### src/sv/svd_pkg.sv
// Shared types, constants and the arctangent table for the 2x2 SVD block.
package svd_pkg;

	// defaults for top-level parameters
	localparam int CORDIC_STAGES = 16;

	// binary angle units: pi = 2^30
	localparam int ZW = 33;
	localparam logic signed [ZW-1:0] ANG_PI      = 33'sd1073741824;
	localparam logic signed [ZW-1:0] ANG_HALF_PI = 33'sd536870912;

	// CORDIC gain compensation, Q.30
	localparam logic signed [31:0] INV_GAIN = 32'sd652032874;

	// vectoring datapath width (guarded E/F/G/H plus growth)
	localparam int VW = 28;
	// rotation datapath width
	localparam int RW = 32;

	typedef struct packed {
		logic signed [VW-1:0] x;
		logic signed [VW-1:0] y;
		logic signed [ZW-1:0] z;
	} vec_t;

	typedef struct packed {
		logic signed [RW-1:0] x;
		logic signed [RW-1:0] y;
		logic signed [ZW-1:0] z;
		logic                 neg;
	} rot_t;

	// atan(2^-i) in binary angle units
	function automatic logic [31:0] atan_at(input int i);
		logic [31:0] v;
		case (i)
			0:  v = 32'd268435456;
			1:  v = 32'd158466703;
			2:  v = 32'd83729454;
			3:  v = 32'd42502378;
			4:  v = 32'd21333666;
			5:  v = 32'd10677233;
			6:  v = 32'd5339919;
			7:  v = 32'd2670123;
			8:  v = 32'd1335082;
			9:  v = 32'd667543;
			10: v = 32'd333772;
			11: v = 32'd166886;
			12: v = 32'd83443;
			13: v = 32'd41722;
			14: v = 32'd20861;
			15: v = 32'd10430;
			16: v = 32'd5215;
			17: v = 32'd2608;
			18: v = 32'd1304;
			19: v = 32'd652;
			20: v = 32'd326;
			21: v = 32'd163;
			22: v = 32'd81;
			23: v = 32'd41;
			default: v = 32'd0;
		endcase
		return v;
	endfunction

endpackage

### src/sv/svd_vcell.sv
// One vectoring CORDIC iteration cell, registered.
module svd_vcell #(
	parameter int IDX = 0
) (
	input  logic          clk,
	input  logic          ce,
	input  svd_pkg::vec_t d,
	output svd_pkg::vec_t dout
);

	svd_pkg::vec_t nxt;
	svd_pkg::vec_t r_q;
	logic signed [svd_pkg::VW-1:0] dx, dy;
	logic signed [svd_pkg::ZW-1:0] at;

	// drive y toward zero
	always_comb begin
		dx = d.y >>> IDX;
		dy = d.x >>> IDX;
		at = $signed({1'b0, svd_pkg::atan_at(IDX)});
		nxt = d;
		if (!d.y[svd_pkg::VW-1]) begin
			nxt.x = d.x + dx;
			nxt.y = d.y - dy;
			nxt.z = d.z + at;
		end else begin
			nxt.x = d.x - dx;
			nxt.y = d.y + dy;
			nxt.z = d.z - at;
		end
	end

	always_ff @(posedge clk) begin
		if (ce) r_q <= nxt;
	end

	assign dout = r_q;

endmodule

### config.mk
export PLATFORM = sky130hd
export DESIGN_NAME = svd_vcell
export DESIGN_NICKNAME = d
export VERILOG_FILES = /design/src/sv/svd_pkg.sv /design/src/sv/svd_vcell.sv
export SDC_FILE = /design/constraint.sdc
export NUM_CORES = 1
export LEC_CHECK = 0
export BUFFER_PORTS_ARGS = -buffer_cell sky130_fd_sc_hd__buf_4
export CORE_MARGIN = 10
export CORE_UTILIZATION = 50
export DETAILED_ROUTE_END_ITERATION = 6
export PLACE_DENSITY = 0.78
export SYNTH_ARGS = -nofsm -noshare
export SYNTH_HDL_FRONTEND = slang
export SYNTH_SLANG_ARGS = --single-unit
### constraint.sdc
create_clock -name clk -period 2.6 [get_ports clk]
set_input_delay 0.26 -clock clk [delete_from_list [all_inputs] [get_ports clk]]
set_output_delay 0.26 -clock clk [all_outputs]
set_load 0.02 [all_outputs]
==> results.json <==
{
  "arrival_ps": 2850,
  "synth.area.top_cells": "edfxtp_1 (36%), ha_1 (16%), xnor2_1 (6.2%)",
  "grt-ovfl-total": 0,
  "synth_area_leader_cell": "edfxtp_1",
  "fp.dieH_um": 141,
  "violations": "setup timing",
  "final_util": 0.747,
  "synth_cells": 788,
  "h-tree-depth": 3,
  "via_count": 7369,
  "slew_headroom": 0.555,
  "synth-main-ff-cell": "edfxtp_1",
  "grt_util_all_layers": 0.241,
  "min_period_ps": 2760,
  "clock.fmax_mhz": 362,
  "largest_reg_flops": 88,
  "dr.pass1.iters": 5,
  "use_met3": 0.0386,
  "ys_warn_count": 0,
  "whs_endpoint": "dout[23]$_DFFE_PP_",
  "drt-initial-drc-count": 588,
  "grt_pass1_wl_um": 39100,
  "crit_path_end_kind": "flip-flop",
  "syn_nets": 976,
  "critPathMaxStageDelay_ps": 430,
  "antenna_found_initial": 0,
  "grt_busiest_layer": "met2",
  "synth_top_area_share": 0.360,
  "rsz0062_at_grt": "true",
  "n_antenna_cell": 0,
  "mostFrequentLayoutCells": "buf_4 (359), edfxtp_1 (88), ha_1 (87)",
  "tightest_slew_ps": 668,
  "place_hpwl_um": 20500,
  "maxCapViolations": 0,
  "area_growth_pct": 47.4,
  "worstSetupPathDepth": 16,
  "clockRootBuffer": "clkbuf_16",
  "worst-setup-path-type": "primary input to flip-flop",
  "ys_seq_elements": 88,
  "critPathBufInv": 5,
  "start_kind": "primary input",
  "timing.final.crit_share": 1.06,
  "clk_pin_slew_ps": 70,
  "post_synth_num_cell_types": 61,
  "nets": 1318,
  "maxSlewViolCount": 0,
  "clock_path_buffers": 2,
  "cts_tree": "built",
  "pwr_density_cell_nw_per_um2": 515,
  "postLayoutSetupSlackWorst_ps": -160,
  "avgSynthCellArea_um2": 9.32,
  "synthArstFlopShare": 0,
  "first_global_vias": 7355,
  "grt_start_max_net_pins": 56,
  "drc": 0,
  "core_area_um2": 14500,
  "cts_sinks": 88,
  "path_delay_family": "compound AO/OA/AOI/OAI gates",
  "routed_via_density": 5.59,
  "finalSetupViolations": 14,
  "use_met2": 0.399,
  "cpMaxStageDelayCell": "or4_4",
  "fp.dieW_um": 141,
  "holdPathStages": 1,
  "fp-row-count": 44,
  "grtUsageMet1": 0.317,
  "cp_max_fo": 3,
  "synth-edff-count": 88,
  "dp_slack_ps": -601,
  "io_buffer_count": 179,
  "worstHoldPathType": "primary input to flip-flop",
  "final_common_cell": "buf_4",
  "min_from": "d[23]",
  "routabilityCongestion": 0.965,
  "initial_utilization": 0.507,
  "ant_nets": 0,
  "hold_violations": 0,
  "status": "finished, violations left",
  "ys_seq_area_frac": 0.360,
  "path_common_cell": "buf_6",
  "pin_count": 180,
  "p_leak_nw": 5.04,
  "crit_chain": "buf_8 -> buf_6 -> ha_4 -> inv_2 -> fa_2 -> o21ba_4 -> or4_4 -> buf_6 -> nand3_4 -> a311o_1 -> a221o_1 -> buf_4 -> o2111a_1 -> o22ai_2 -> o21ai_2 -> xnor2_1",
  "cts_buffers": 9,
  "synthesis.area_um2": 7340,
  "drive_gt1_frac": 0.397,
  "worstPathRequired_ps": 2690,
  "wirelength_um": 25800,
  "irDropWorstVdd_uv": 389,
  "dieArea_um2": 19900,
  "wl_per_cell_um": 19.5
}
final cells by class:
class                   instances  area (um2)
clock buffers                   9         225
repair buffers                365        2780
multi-input cells             575        4540
clock inverters                 7        70.1
inverters                      91         342
flip-flops and latches         88        2640
well taps                     184         230
fillers                      1071        3660
synth_stat cells (4+ instances only):
library cell / count
ha_1: 93
edfxtp_1: 88
a21oi_1: 87
inv_1: 86
o21ai_0: 56
xnor2_1: 52
nor2_1: 46
nand2_1: 35
a21o_1: 17
clkbuf_1: 15
nor3_1: 14
o21bai_1: 14
o31ai_1: 13
mux2i_1: 12
a31oi_1: 11
nor2b_1: 11
buf_2: 9
nand3_1: 9
nand2b_1: 8
a211oi_1: 7
buf_1: 7
nand4_1: 7
o211ai_1: 6
a2111oi_0: 4
and2_1: 4
fa_1: 4
nor4_1: 4
o22ai_1: 4
xor2_1: 4
per-layer routing:
layer	vias up	wire length, um
met5	-	0
met4	0	680
met3	53	2020
met2	371	12000
met1	3441	11100
li1	3504	-
per-stage QoR:
stage                     hold WS, ps  std cells  setup TNS [ps]  total power, W  cell area [um2]
final                            93.0       1319           -1360         0.00558            10800
after detailed placement          440       1290          -13000         0.00415            10100
after global routing             81.5       1319           -2740         0.00581            10800
after CTS                        89.2       1313           -1050         0.00548            10600
after global placement            438       1290          -11230         0.00410            10100
after floorplan                   359        788           -99.6         0.00306             7410
repair_timing:
action	4_1_cts	5_1_grt
pin swaps	15	27
hold buffers	0	0
gates resized for setup	31	43
endpoints found under the setup margin	27	29
setup buffers	7	7
cells by family after synthesis:
group / after synthesis / synth area share
AND/OR/NAND/NOR: 155 / 0.104
XOR/XNOR: 56 / 0.0668
buffers and inverters: 125 / 0.0670
multiplexers: 12 / 0.0164
AO/OA/AOI/OAI: 255 / 0.216
adder cells (fa/ha/maj): 97 / 0.169
flip-flops: 88 / 0.360
worst max-delay path by stage:
| stage | start | end | slack, ps |
|---|---|---|---|
| global route | d[33] | dout[87]$_DFFE_PP_ | -250 |
| CTS | d[33] | dout[85]$_DFFE_PP_ | -160 |
| floorplan | d[33] | dout[85]$_DFFE_PP_ | -50 |
| detailed placement | d[33] | dout[85]$_DFFE_PP_ | -600 |
| global placement | d[33] | dout[85]$_DFFE_PP_ | -570 |
| finish | d[33] | dout[87]$_DFFE_PP_ | -160 |
report_power, final:
part / internal, W / total (W) / switching (W)
Clock: 0.000676 / 0.00130 / 0.000623
Combinational: 0.00108 / 0.00238 / 0.00130
Sequential: 0.00182 / 0.00189 / 0.0000704
Total: 0.00358 / 0.00558 / 0.00199
Note: power is estimated with default switching activity, not from simulation.
