## src/sv/svd_pkg.sv

```systemverilog
// Shared types, constants and the arctangent table for the 2x2 SVD block.
package svd_pkg;

	// defaults for top-level parameters
	localparam int CORDIC_STAGES = 16;

	// binary angle units: pi = 2^30
	localparam int ZW = 33;
	localparam logic signed [ZW-1:0] ANG_PI      = 33'sd1073741824;
	localparam logic signed [ZW-1:0] ANG_HALF_PI = 33'sd536870912;

	// CORDIC gain compensation, Q.30
	localparam logic signed [31:0] INV_GAIN = 32'sd652032874;

	// vectoring datapath width (guarded E/F/G/H plus growth)
	localparam int VW = 28;
	// rotation datapath width
	localparam int RW = 32;

	typedef struct packed {
		logic signed [VW-1:0] x;
		logic signed [VW-1:0] y;
		logic signed [ZW-1:0] z;
	} vec_t;

	typedef struct packed {
		logic signed [RW-1:0] x;
		logic signed [RW-1:0] y;
		logic signed [ZW-1:0] z;
		logic                 neg;
	} rot_t;

	// atan(2^-i) in binary angle units
	function automatic logic [31:0] atan_at(input int i);
		logic [31:0] v;
		case (i)
			0:  v = 32'd268435456;
			1:  v = 32'd158466703;
			2:  v = 32'd83729454;
			3:  v = 32'd42502378;
			4:  v = 32'd21333666;
			5:  v = 32'd10677233;
			6:  v = 32'd5339919;
			7:  v = 32'd2670123;
			8:  v = 32'd1335082;
			9:  v = 32'd667543;
			10: v = 32'd333772;
			11: v = 32'd166886;
			12: v = 32'd83443;
			13: v = 32'd41722;
			14: v = 32'd20861;
			15: v = 32'd10430;
			16: v = 32'd5215;
			17: v = 32'd2608;
			18: v = 32'd1304;
			19: v = 32'd652;
			20: v = 32'd326;
			21: v = 32'd163;
			22: v = 32'd81;
			23: v = 32'd41;
			default: v = 32'd0;
		endcase
		return v;
	endfunction

endpackage

```

## src/sv/svd_rcell.sv

```systemverilog
// One rotation CORDIC iteration cell, registered.
module svd_rcell #(
	parameter int IDX = 0
) (
	input  logic          clk,
	input  logic          ce,
	input  svd_pkg::rot_t d,
	output svd_pkg::rot_t dout
);

	svd_pkg::rot_t nxt;
	svd_pkg::rot_t r_q;
	logic signed [svd_pkg::RW-1:0] dx, dy;
	logic signed [svd_pkg::ZW-1:0] at;

	// drive z toward zero
	always_comb begin
		dx = d.y >>> IDX;
		dy = d.x >>> IDX;
		at = $signed({1'b0, svd_pkg::atan_at(IDX)});
		nxt = d;
		if (!d.z[svd_pkg::ZW-1]) begin
			nxt.x = d.x - dx;
			nxt.y = d.y + dy;
			nxt.z = d.z - at;
		end else begin
			nxt.x = d.x + dx;
			nxt.y = d.y - dy;
			nxt.z = d.z + at;
		end
	end

	always_ff @(posedge clk) begin
		if (ce) r_q <= nxt;
	end

	assign dout = r_q;

endmodule

```

## config.mk

```make
export PLATFORM = sky130hd
export DESIGN_NAME = svd_rcell
export DESIGN_NICKNAME = d
export VERILOG_FILES = /design/src/sv/svd_pkg.sv /design/src/sv/svd_rcell.sv
export SDC_FILE = /design/constraint.sdc
export NUM_CORES = 1
export LEC_CHECK = 0
export ABC_AREA = 1
export BUFFER_PORTS_ARGS = -buffer_cell sky130_fd_sc_hd__buf_2
export CAP_MARGIN = 15
export CELL_PAD_IN_SITES_DETAIL_PLACEMENT = 1
export CELL_PAD_IN_SITES_GLOBAL_PLACEMENT = 2
export CORE_MARGIN = 8
export CORE_UTILIZATION = 30
export DETAILED_ROUTE_END_ITERATION = 12
export GPL_TIMING_DRIVEN = 0
export PLACE_DENSITY_LB_ADDON = 0.1
export SYNTH_ARGS = -nofsm -noshare
export SYNTH_HDL_FRONTEND = slang
export SYNTH_SLANG_ARGS = --single-unit
```

## constraint.sdc

```tcl
create_clock -name clk -period 2 [get_ports clk]
set_input_delay 0.2 -clock clk [delete_from_list [all_inputs] [get_ports clk]]
set_output_delay 0.2 -clock clk [all_outputs]
set_load 0.02 [all_outputs]
```

==> results of run 1 <==
==> metrics by stage <==
stage | cells | TNS [ns] | utilization (%) | area, um2 | hold slack [ns]
floorplan | 1658 | 0 | - | 10480 | 0.2989
global placement | 2310 | -46.88 | 34.92 | 12030 | 0.3765
detailed placement | 2311 | -21.52 | 35.00 | 12060 | 0.3789
CTS | 2331 | 0 | 36.29 | 12510 | 0.001509
global route | 2333 | -0.05048 | 37.10 | 12780 | 0.006063
finish | 2333 | 0 | 37.10 | 12780 | 0.01537
==> metal layers <==
layer	vias to the layer above	share of wire, %
li1	5569	-
met1	5197	49
met2	220	45
met3	34	4.1
met4	0	2.1
met5	-	0
==> critical path, delay by kind of cell <==
kind,cells,cell delay [ns]
buffers and inverters,3,1.47
AO/OA/AOI/OAI,1,0.29
==> cells by family (layout without fill, tap and decap cells) <==
family / Yosys count / after routing / share of synthesized area, %
adder cells (fa/ha/maj): 101 / 101 / 12.35
buffers and inverters: 374 / 594 / 14.50
flip-flops: 97 / 97 / 27.80
AND/OR/NAND/NOR: 926 / 926 / 36.30
XOR/XNOR: 26 / 26 / 2.174
AO/OA/AOI/OAI: 134 / 134 / 6.879
==> worst max-delay path by stage <==
stage,depth (start not counted),from,slack [ns],end
6_report,4,d[33],0.07,dout[38]
5_1_grt,14,d[37],-0.02,dout[84]
4_1_cts,12,d[34],0.002,dout[62]
3_5_place_dp,14,d[66],-0.57,dout[82]
3_3_place_gp,14,d[66],-0.57,dout[82]
2_1_floorplan,11,d[34],0.18,dout[62]
==> layout by cell type, fill, tap and decap left out, types with 7 or more instances in the layout <==
| cell type | instances |
|---|---|
| inv_2 | 7 |
| nor2_2 | 23 |
| o21ai_0 | 37 |
| xor2_1 | 26 |
| o21bai_1 | 10 |
| nand3_1 | 150 |
| nand2_1 | 591 |
| nand4_1 | 20 |
| buf_4 | 18 |
| clkbuf_1 | 7 |
| edfxtp_1 | 97 |
| a21oi_2 | 17 |
| nand2_2 | 29 |
| ha_1 | 96 |
| nor2_4 | 7 |
| inv_1 | 323 |
| nor2_1 | 82 |
| a21oi_1 | 52 |
| buf_2 | 203 |
| clkbuf_16 | 9 |
==> power by group through the flow <==
| stage | Combinational [mW] | Clock (mW) | Sequential [mW] |
|---|---|---|---|
| after detailed placement | 3.25 | 0 | 2.66 |
| after floorplan | 1.67 | 0 | 3.00 |
| after global routing | 3.74 | 2.25 | 2.63 |
| after CTS | 3.29 | 2.21 | 2.61 |
| final | 3.38 | 2.14 | 2.61 |
| after global placement | 3.20 | 0 | 2.65 |
==> repair_timing <==
| item | in CTS | in global routing |
|---|---|---|
| pin swaps | 1 | 4 |
| buffers inserted | 0 | 2 |
| endpoints found under the hold margin | 5 | 0 |
| gates resized for setup | 17 | 93 |
| hold buffers | 5 | 0 |
| endpoints found under the setup margin | 25 | 43 |
==> area by class of cell <==
| cell class | instances | area (um2) |
|---|---|---|
| repair buffers | 205 | 1081 |
| flip-flops and latches | 97 | 2913 |
| fillers | 4545 | 21670 |
| multi-input cells | 1187 | 6344 |
| clock buffers | 9 | 225.2 |
| plain buffers | 42 | 289.0 |
| inverters | 332 | 1250 |
| well taps | 455 | 569.3 |
| clock inverters | 6 | 112.6 |
==> impl_metrics.yaml, run 1 <==
route:
  drtIter0Drc: 542
  dr_total_vias: 11020
  dr.pass1.iters: 5
  viasPerCell: 4.724
  avgRoutedWirePerCell_um: 18.78
  wl_um: 43810
  postRouteAntennaNets: 0
  remaining_drc_errors: 0
synthesis:
  synth_top_area_share_pct: 27.80
  ys_types: 35
  syn-cell-area_um2: 10480
  synth_edf_count: 97
  synth_common_cells: "nand2_1 (616), inv_1 (330), nand3_1 (158)"
  syn-mean-instance-area_um2: 6.319
  ys_seq_elements: 97
  syn-num-nets: 1859
  yosys.area.top_type: "edfxtp_1"
  ys_seq_area_share_pct: 27.80
  ys.flop_type: "edfxtp_1"
  syn_inst: 1658
  yosysWarnings: 0
  synth.area.top_cells: "edfxtp_1 (28%), nand2_1 (22%), inv_1 (12%), ha_1 (12%), nand3_1 (7.5%)"
  synthArstFlopShare_pct: 0
  synth_most_common_cell: "nand2_1"
die:
  dieArea_um2: 41160
  start_util_pct: 30.40
  core_um2: 34460
  io_pins: 198
  die_x_um: 202.9
  num_rows: 68
  die_y_um: 202.9
placed_design:
  place_congestion: 0.8757
  port_buffers: 197
  dp_slack_ns: -0.5680
  dp_hpwl_um: 37370
worst_setup_path:
  cp_max_fo: 10
  startpoint_type: "input pin"
  path_cells: "buf_2 > clkbuf_1 > buf_1 > o22ai_1"
  max_stage_delay_ns: 0.91
  worstSetupPathType: "input pin to flop"
  required_ns: 2.04
  cp_slowest_cell: "buf_1"
  end_kind: "flop"
  worstPathArrival_ns: 1.97
power_and_ir_drop:
  p_sw_share_pct: 40.83
  leakagePower_nw: 7.009
  clockPowerShare_pct: 26.3
  power_density_nw_per_um2: 635.7
  sequentialPowerShare_pct: 32.1
  p_sw_mw: 3.318
  p_comb_share_pct: 41.6
  vdd_drop_max_uv: 389.3
  p_int_mw: 4.808
  finalPower_mw: 8.127
global_route:
  grt_pass1_vias: 11358
  grtUsageMet2_pct: 34.40
  grt_pass1_wl_um: 66030
  grt_max_degree: 75
  antenna_found_initial: 1
  top_usage_layer: "met2"
  use_met3_pct: 2.646
  track_usage_pct: 20.92
  grt.overflow.total: 0
  use_met1_pct: 28.54
cells_and_area:
  insertedDiodeCount: 0
  largest_register_ffs: 97
  drive_gt1_share_pct: 18.64
  nets: 2075
  syn2layout_area_growth_pct: 22.02
min_path:
  whs_path_depth: 1
  hold_path_startpoint: "d[3]"
  holdPathEnd: "dout[3]"
  hold_class: "input pin to flop"
sta:
  slew_viol_final: 0
  clock.fmax_mhz: 518.7
  hold_violations: 0
  relSlewSlack_pct: 23.01
  layout_setup_ws_ns: 0.07212
  tightest_slew_ns: 1.155
  period_needed_ns: 1.928
  setup_viol: 0
  rsz0062_at_grt: "true"
  finalCritPeriodShare_pct: 96.39
clock_network:
  cts.clk_slew.worst_paths_ns: 0.07
  clock_sinks: 97
  cts_root_buf: "clkbuf_16"
  htree_num_levels: 3
  cts_buffers: 9
  cts_buffer_depth: 2
  cts_tree: "built"
status:
  status: "finished, final reports clean"
job:
  max_cap_viol_count: 0
Power figures use the tool's default switching activity.
==> run 2: changes to the inputs <==
--- a/config.mk
+++ b/config.mk
@@ -5,13 +5,12 @@
 export SDC_FILE = /design/constraint.sdc
 export NUM_CORES = 1
 export LEC_CHECK = 0
-export ABC_AREA = 1
 export BUFFER_PORTS_ARGS = -buffer_cell sky130_fd_sc_hd__buf_2
 export CAP_MARGIN = 15
 export CELL_PAD_IN_SITES_DETAIL_PLACEMENT = 1
 export CELL_PAD_IN_SITES_GLOBAL_PLACEMENT = 2
 export CORE_MARGIN = 8
-export CORE_UTILIZATION = 30
+export CORE_UTILIZATION = 33
 export DETAILED_ROUTE_END_ITERATION = 12
 export GPL_TIMING_DRIVEN = 0
 export PLACE_DENSITY_LB_ADDON = 0.1
==> run 2 against run 1 <==
The flow now finishes with violations (negative setup slack); wire length down 21%; critical path depth up 9; worst hold slack improved by 0.0021 ns; combinational power grew 14%; power increased by 1.9%; die area down 25%; sequential power grew 3%; area after synthesis is 19% lower; clock power fell by 19%; cell area rose by 0.96%; first-iteration DRC count decreased by 24%; critical path type unchanged; highest routed layer unchanged.
==> impl_metrics.yaml, run 2 <==
worst_setup_path:
  critical_path.top_delay_family: "compound AO/OA/AOI/OAI gates"
  max_stage_delay_ns: 0.36
  crit_cells: 13
  startpoint: "d[34]"
  cp_max_fo: 3
  end_kind: "flop"
  worstPathArrival_ns: 2.62
  critPathBufInv: 2
  worstSetupPathType: "input pin to flop"
  startpoint_type: "input pin"
  endpoint: "dout[64]"
  cp_slowest_cell: "fa_2"
  path_cells: "buf_12 > ha_4 > fa_2 > nor2b_4 > o211ai_1 > buf_4 > a211oi_4 > o31ai_4 > a31oi_4 > nor2_4 > o31a_1 > o22ai_2 > xnor2_2"
  required_ns: 2.10
power_and_ir_drop:
  power_density_nw_per_um2: 641.9
  finalPower_mw: 8.284
  vdd_drop_max_uv: 318.2
  leakagePower_nw: 5.408
cells_and_area:
  final_common_cell: "buf_2"
  insertedDiodeCount: 0
  largest_register_ffs: 97
  layout_common_cells: "buf_2 (175), edfxtp_1 (97), buf_4 (74), ha_1 (68), nor2_1 (63)"
  finalInstanceArea_um2: 12910
  syn2layout_area_growth_pct: 52.95
  final.fill_count: 2801
  multi_input_area_um2: 6496
  drive_gt1_share_pct: 47.44
  regArea_um2: 2913
  nets: 1427
synthesis:
  syn-cell-area_um2: 8438
  ys_seq_elements: 97
  synth_top_area_share_pct: 34.52
  syn-num-nets: 1124
  ys.flop_type: "edfxtp_1"
  syn-mean-instance-area_um2: 9.142
  synth_edf_count: 97
  synth_most_common_cell: "a21oi_1"
  yosys.area.top_type: "edfxtp_1"
  syn_inst: 923
  synthArstFlopShare_pct: 0
  synth.area.top_cells: "edfxtp_1 (35%), ha_1 (14%), a21oi_1 (5.9%), xnor2_1 (4.9%), inv_1 (3.7%)"
  ys_types: 72
  yosysWarnings: 0
  ys_seq_area_share_pct: 34.52
  synth_common_cells: "a21oi_1 (100), edfxtp_1 (97), ha_1 (97)"
global_route:
  track_usage_pct: 21.56
  antenna_found_initial: 0
  grt_pass1_wl_um: 51980
  grt_max_degree: 70
  grt_pass1_vias: 8718
  grt.overflow.total: 0
placed_design:
  placed_area_um2: 10470
  port_buffers: 197
  place_congestion: 0.8986
  dp_slack_ns: -1.260
  dp_hpwl_um: 25990
sta:
  fin_setup_tns_ns: -12.89
  period_needed_ns: 2.518
  relSlewSlack_pct: 26.10
  setup_viol: 42
  slew_viol_final: 0
  layout_setup_ws_ns: -0.5183
  whs_ns: 0.01750
  clock.fmax_mhz: 397.1
  tightest_slew_ns: 1.108
  hold_violations: 0
  finalCritPeriodShare_pct: 125.9
  rsz0062_at_grt: "true"
clock_network:
  cts_buffers: 9
  cts_tree: "built"
  htree_num_levels: 3
  cts.clk_slew.worst_paths_ns: 0.08
  cts_root_buf: "clkbuf_16"
  clock_sinks: 97
  cts_buffer_depth: 2
die:
  io_pins: 198
  core_um2: 25180
  dieArea_um2: 30940
  num_rows: 58
  die_y_um: 175.9
  start_util_pct: 33.51
  die_x_um: 175.9
min_path:
  hold_class: "input pin to flop"
status:
  failed_checks: "negative setup slack"
  status: "finished, violations left"
route:
  viasPerCell: 5.291
  drtIter0Drc: 412
  postRouteAntennaNets: 0
  dr_total_vias: 8260
  remaining_drc_errors: 0
  dr.pass1.iters: 4
  wl_um: 34810
  avgRoutedWirePerCell_um: 22.30
job:
  max_cap_viol_count: 0
run 2: power breakdown:
group | total, mW | leakage (nW) | switching, mW | internal, mW
sequential | 2.68 | 0.949 | 0.0667 | 2.61
clock | 1.74 | 0.127 | 0.876 | 0.863
combinational | 3.86 | 4.33 | 2.28 | 1.59
total | 8.28 | 5.41 | 3.22 | 5.06
run 2: cell families (layout without fill, tap and decap cells):
logic type	count (synthesis)	after routing	share of synthesized area [%]
buffers and inverters	134	442	6.524
and+or+nand+nor	228	228	13.66
adders and majority gates	101	101	15.33
muxes	12	12	1.424
DFF	97	97	34.52
xor gates and xnor gates	62	62	6.435
AOI/OAI and AO/OA	289	289	22.11
run 2: timing repair:
action	CTS	global route
hold buffers	3	0
setup endpoints to repair	51	50
resized for setup	185	160
buffers inserted	71	41
pin swaps	116	97
hold endpoints to repair	3	0
cloned	0	1
run 2: final cells by class:
type | instances | share of cell area [%]
multi-input combinational | 692 | 50.33
sequential | 97 | 22.57
timing repair buffer | 298 | 16.19
inverter | 94 | 3.529
tap | 330 | 3.199
buffer | 34 | 2.007
clock buffer | 10 | 1.774
clock inverter | 6 | 0.3975
run 2: worst min-delay path by stage:
| stage | start | endpoint | cells past startpoint | slack (ns) |
|---|---|---|---|---|
| after floorplan | d[0] | dout[0] | 0 | 0.30 |
| after CTS | d[2] | dout[2] | 1 | 0.00009 |
| after global routing | d[10] | dout[10] | 1 | 0.003 |
| after detailed placement | d[26] | dout[26] | 1 | 0.38 |
| after global placement | d[22] | dout[22] | 1 | 0.38 |
| final | d[2] | dout[2] | 1 | 0.02 |
run 2: metal layers:
metal | global-route usage (%) | vias up | routed length [um]
met5 | 0 | - | 0
met4 | 4.839 | 0 | 434
met3 | 3.758 | 29 | 2028
met2 | 35.83 | 259 | 16360
met1 | 28.75 | 4076 | 15990
li1 | - | 3896 | -
run 2: through the flow:
step / utilization [%] / instances
final: 51.25 / 1561
after global routing: 51.25 / 1561
after CTS: 48.02 / 1536
after detailed placement: 41.58 / 1451
after global placement: 41.46 / 1450
after floorplan: - / 923
==> run 3: changes to the inputs <==
--- a/config.mk
+++ b/config.mk
@@ -11,9 +11,11 @@
 export CELL_PAD_IN_SITES_GLOBAL_PLACEMENT = 2
 export CORE_MARGIN = 8
 export CORE_UTILIZATION = 33
+export CTS_BUF_LIST = sky130_fd_sc_hd__clkbuf_16
 export DETAILED_ROUTE_END_ITERATION = 12
 export GPL_TIMING_DRIVEN = 0
 export PLACE_DENSITY_LB_ADDON = 0.1
 export SYNTH_ARGS = -nofsm -noshare
 export SYNTH_HDL_FRONTEND = slang
 export SYNTH_SLANG_ARGS = --single-unit
+export TNS_END_PERCENT = 100
==> run 3 against run 2 <==
The flow still finishes with violations (negative setup slack); combinational power about the same; non-clock buffer count is 1 higher; critical path depth did not move; clock power barely moved; count of clock-buffer cells in the layout fell by 1.
==> impl_metrics.yaml, run 3 (synthesis results as in run 2) <==
clock_network:
  htree_num_levels: 3
  cts_buffers: 9
  clock_sinks: 97
  cts.clk_slew.worst_paths_ns: 0.08
  cts_buffer_depth: 2
  cts_root_buf: "clkbuf_16"
  cts_tree: "built"
power_and_ir_drop:
  vdd_drop_max_uv: 317.6
  sequentialPowerShare_pct: 32.4
  p_comb_share_pct: 46.7
  leakagePower_nw: 5.416
  clockPowerShare_pct: 20.9
  p_int_mw: 5.060
  power_density_nw_per_um2: 640.9
  p_sw_mw: 3.218
  p_sw_share_pct: 38.87
min_path:
  holdPathEnd: "dout[6]"
  hold_path_startpoint: "d[6]"
  hold_class: "input pin to flop"
  whs_path_depth: 1
placed_design:
  dp_hpwl_um: 25990
  placed_area_um2: 10470
  port_buffers: 197
  place_congestion: 0.8986
cells_and_area:
  finalInstanceArea_um2: 12920
  largest_register_ffs: 97
  regArea_um2: 2913
  multi_input_area_um2: 6496
  final_common_cell: "buf_2"
  final.fill_count: 2800
  post-route-util_pct: 51.29
  syn2layout_area_growth_pct: 53.07
  insertedDiodeCount: 0
  nets: 1428
  layout_common_cells: "buf_2 (175), edfxtp_1 (97), buf_4 (74), ha_1 (68), nor2_1 (63)"
  drive_gt1_share_pct: 47.40
route:
  avgRoutedWirePerCell_um: 22.32
  drtIter0Drc: 428
  dr_total_vias: 8292
  wl_um: 34870
  remaining_drc_errors: 0
  dr.pass1.iters: 5
  postRouteAntennaNets: 0
  viasPerCell: 5.309
sta:
  layout_setup_ws_ns: -0.5159
  finalCritPeriodShare_pct: 125.8
  whs_ns: 0.01785
  setup_viol: 42
  hold_violations: 0
  clock.fmax_mhz: 397.5
  relSlewSlack_pct: 28.44
  tightest_slew_ns: 1.073
  fin_setup_tns_ns: -12.86
  rsz0062_at_grt: "true"
  slew_viol_final: 0
  period_needed_ns: 2.516
die:
  die_y_um: 175.9
  io_pins: 198
  die_x_um: 175.9
  num_rows: 58
  start_util_pct: 33.51
  dieArea_um2: 30940
  core_um2: 25180
worst_setup_path:
  cp_max_fo: 3
  worstPathArrival_ns: 2.62
  worstSetupPathType: "input pin to flop"
  required_ns: 2.10
  end_kind: "flop"
  startpoint_type: "input pin"
global_route:
  track_usage_pct: 21.56
  grt_max_degree: 70
  grt.overflow.total: 0
  grt_pass1_vias: 8715
  use_met1_pct: 28.76
  antenna_found_initial: 0
  use_met3_pct: 3.758
  grtUsageMet2_pct: 35.83
  top_usage_layer: "met2"
  grt_pass1_wl_um: 52000
status:
  failed_checks: "negative setup slack"
  status: "finished, violations left"
job:
  max_cap_viol_count: 0
[run 3: worst max-delay path by stage]
stage	startpoint	end	slack, ns
finish	d[34]	dout[64]	-0.52
global route	d[34]	dout[64]	-0.58
CTS	d[46]	dout[64]	-0.54
detailed placement	d[34]	dout[64]	-1.26
global placement	d[34]	dout[64]	-1.25
floorplan	d[84]	dout[65]	-0.42
[run 3: area by class of cell]
class / count / area share [%]
multi-input combinational: 692 / 50.30
sequential: 97 / 22.55
timing repair buffer: 299 / 16.25
inverter: 94 / 3.526
tap: 330 / 3.197
buffer: 34 / 2.005
clock buffer: 9 / 1.744
clock inverter: 7 / 0.4262
[run 3: per-stage QoR]
step | std cells | setup slack (ns) | power (mW)
6_report | 1562 | -0.5159 | 8.278
4_1_cts | 1537 | -0.5406 | 7.998
5_1_grt | 1562 | -0.5815 | 8.690
3_5_place_dp | 1451 | -1.260 | 5.735
2_1_floorplan | 923 | -0.4238 | 4.674
3_3_place_gp | 1450 | -1.250 | 5.695
[run 3: repair_timing]
item / 4_1_cts / 5_1_grt
hold endpoints to repair: 4 / 0
setup endpoints to repair: 51 / 50
buffers inserted: 71 / 41
gates cloned: 0 / 1
hold buffers: 4 / 0
gates resized for setup: 185 / 160
pin swaps: 116 / 97
[run 3: critical path, cell delays in order]
cell and delay (ns):
buf_12 0.12, ha_4 0.16, fa_2 0.36, nor2b_4 0.14
o211ai_1 0.15, buf_4 0.18, a211oi_4 0.08, o31ai_4 0.34
a31oi_4 0.19, nor2_4 0.17, o31a_1 0.24, o22ai_2 0.12
xnor2_2 0.15
[run 3: power groups by stage]
stage | clock network (mW) | logic [mW] | registers [mW]
detailed placement | 0 | 3.00 | 2.73
CTS | 1.81 | 3.50 | 2.69
finish | 1.73 | 3.87 | 2.68
floorplan | 0 | 1.56 | 3.11
global placement | 0 | 2.97 | 2.72
global route | 1.86 | 4.12 | 2.71
[run 3: layer usage]
layer / wire length, um / part of all wire [%]
met5: 0 / 0
met2: 16410 / 47
met4: 432 / 1.2
met3: 2165 / 6.2
met1: 15860 / 45
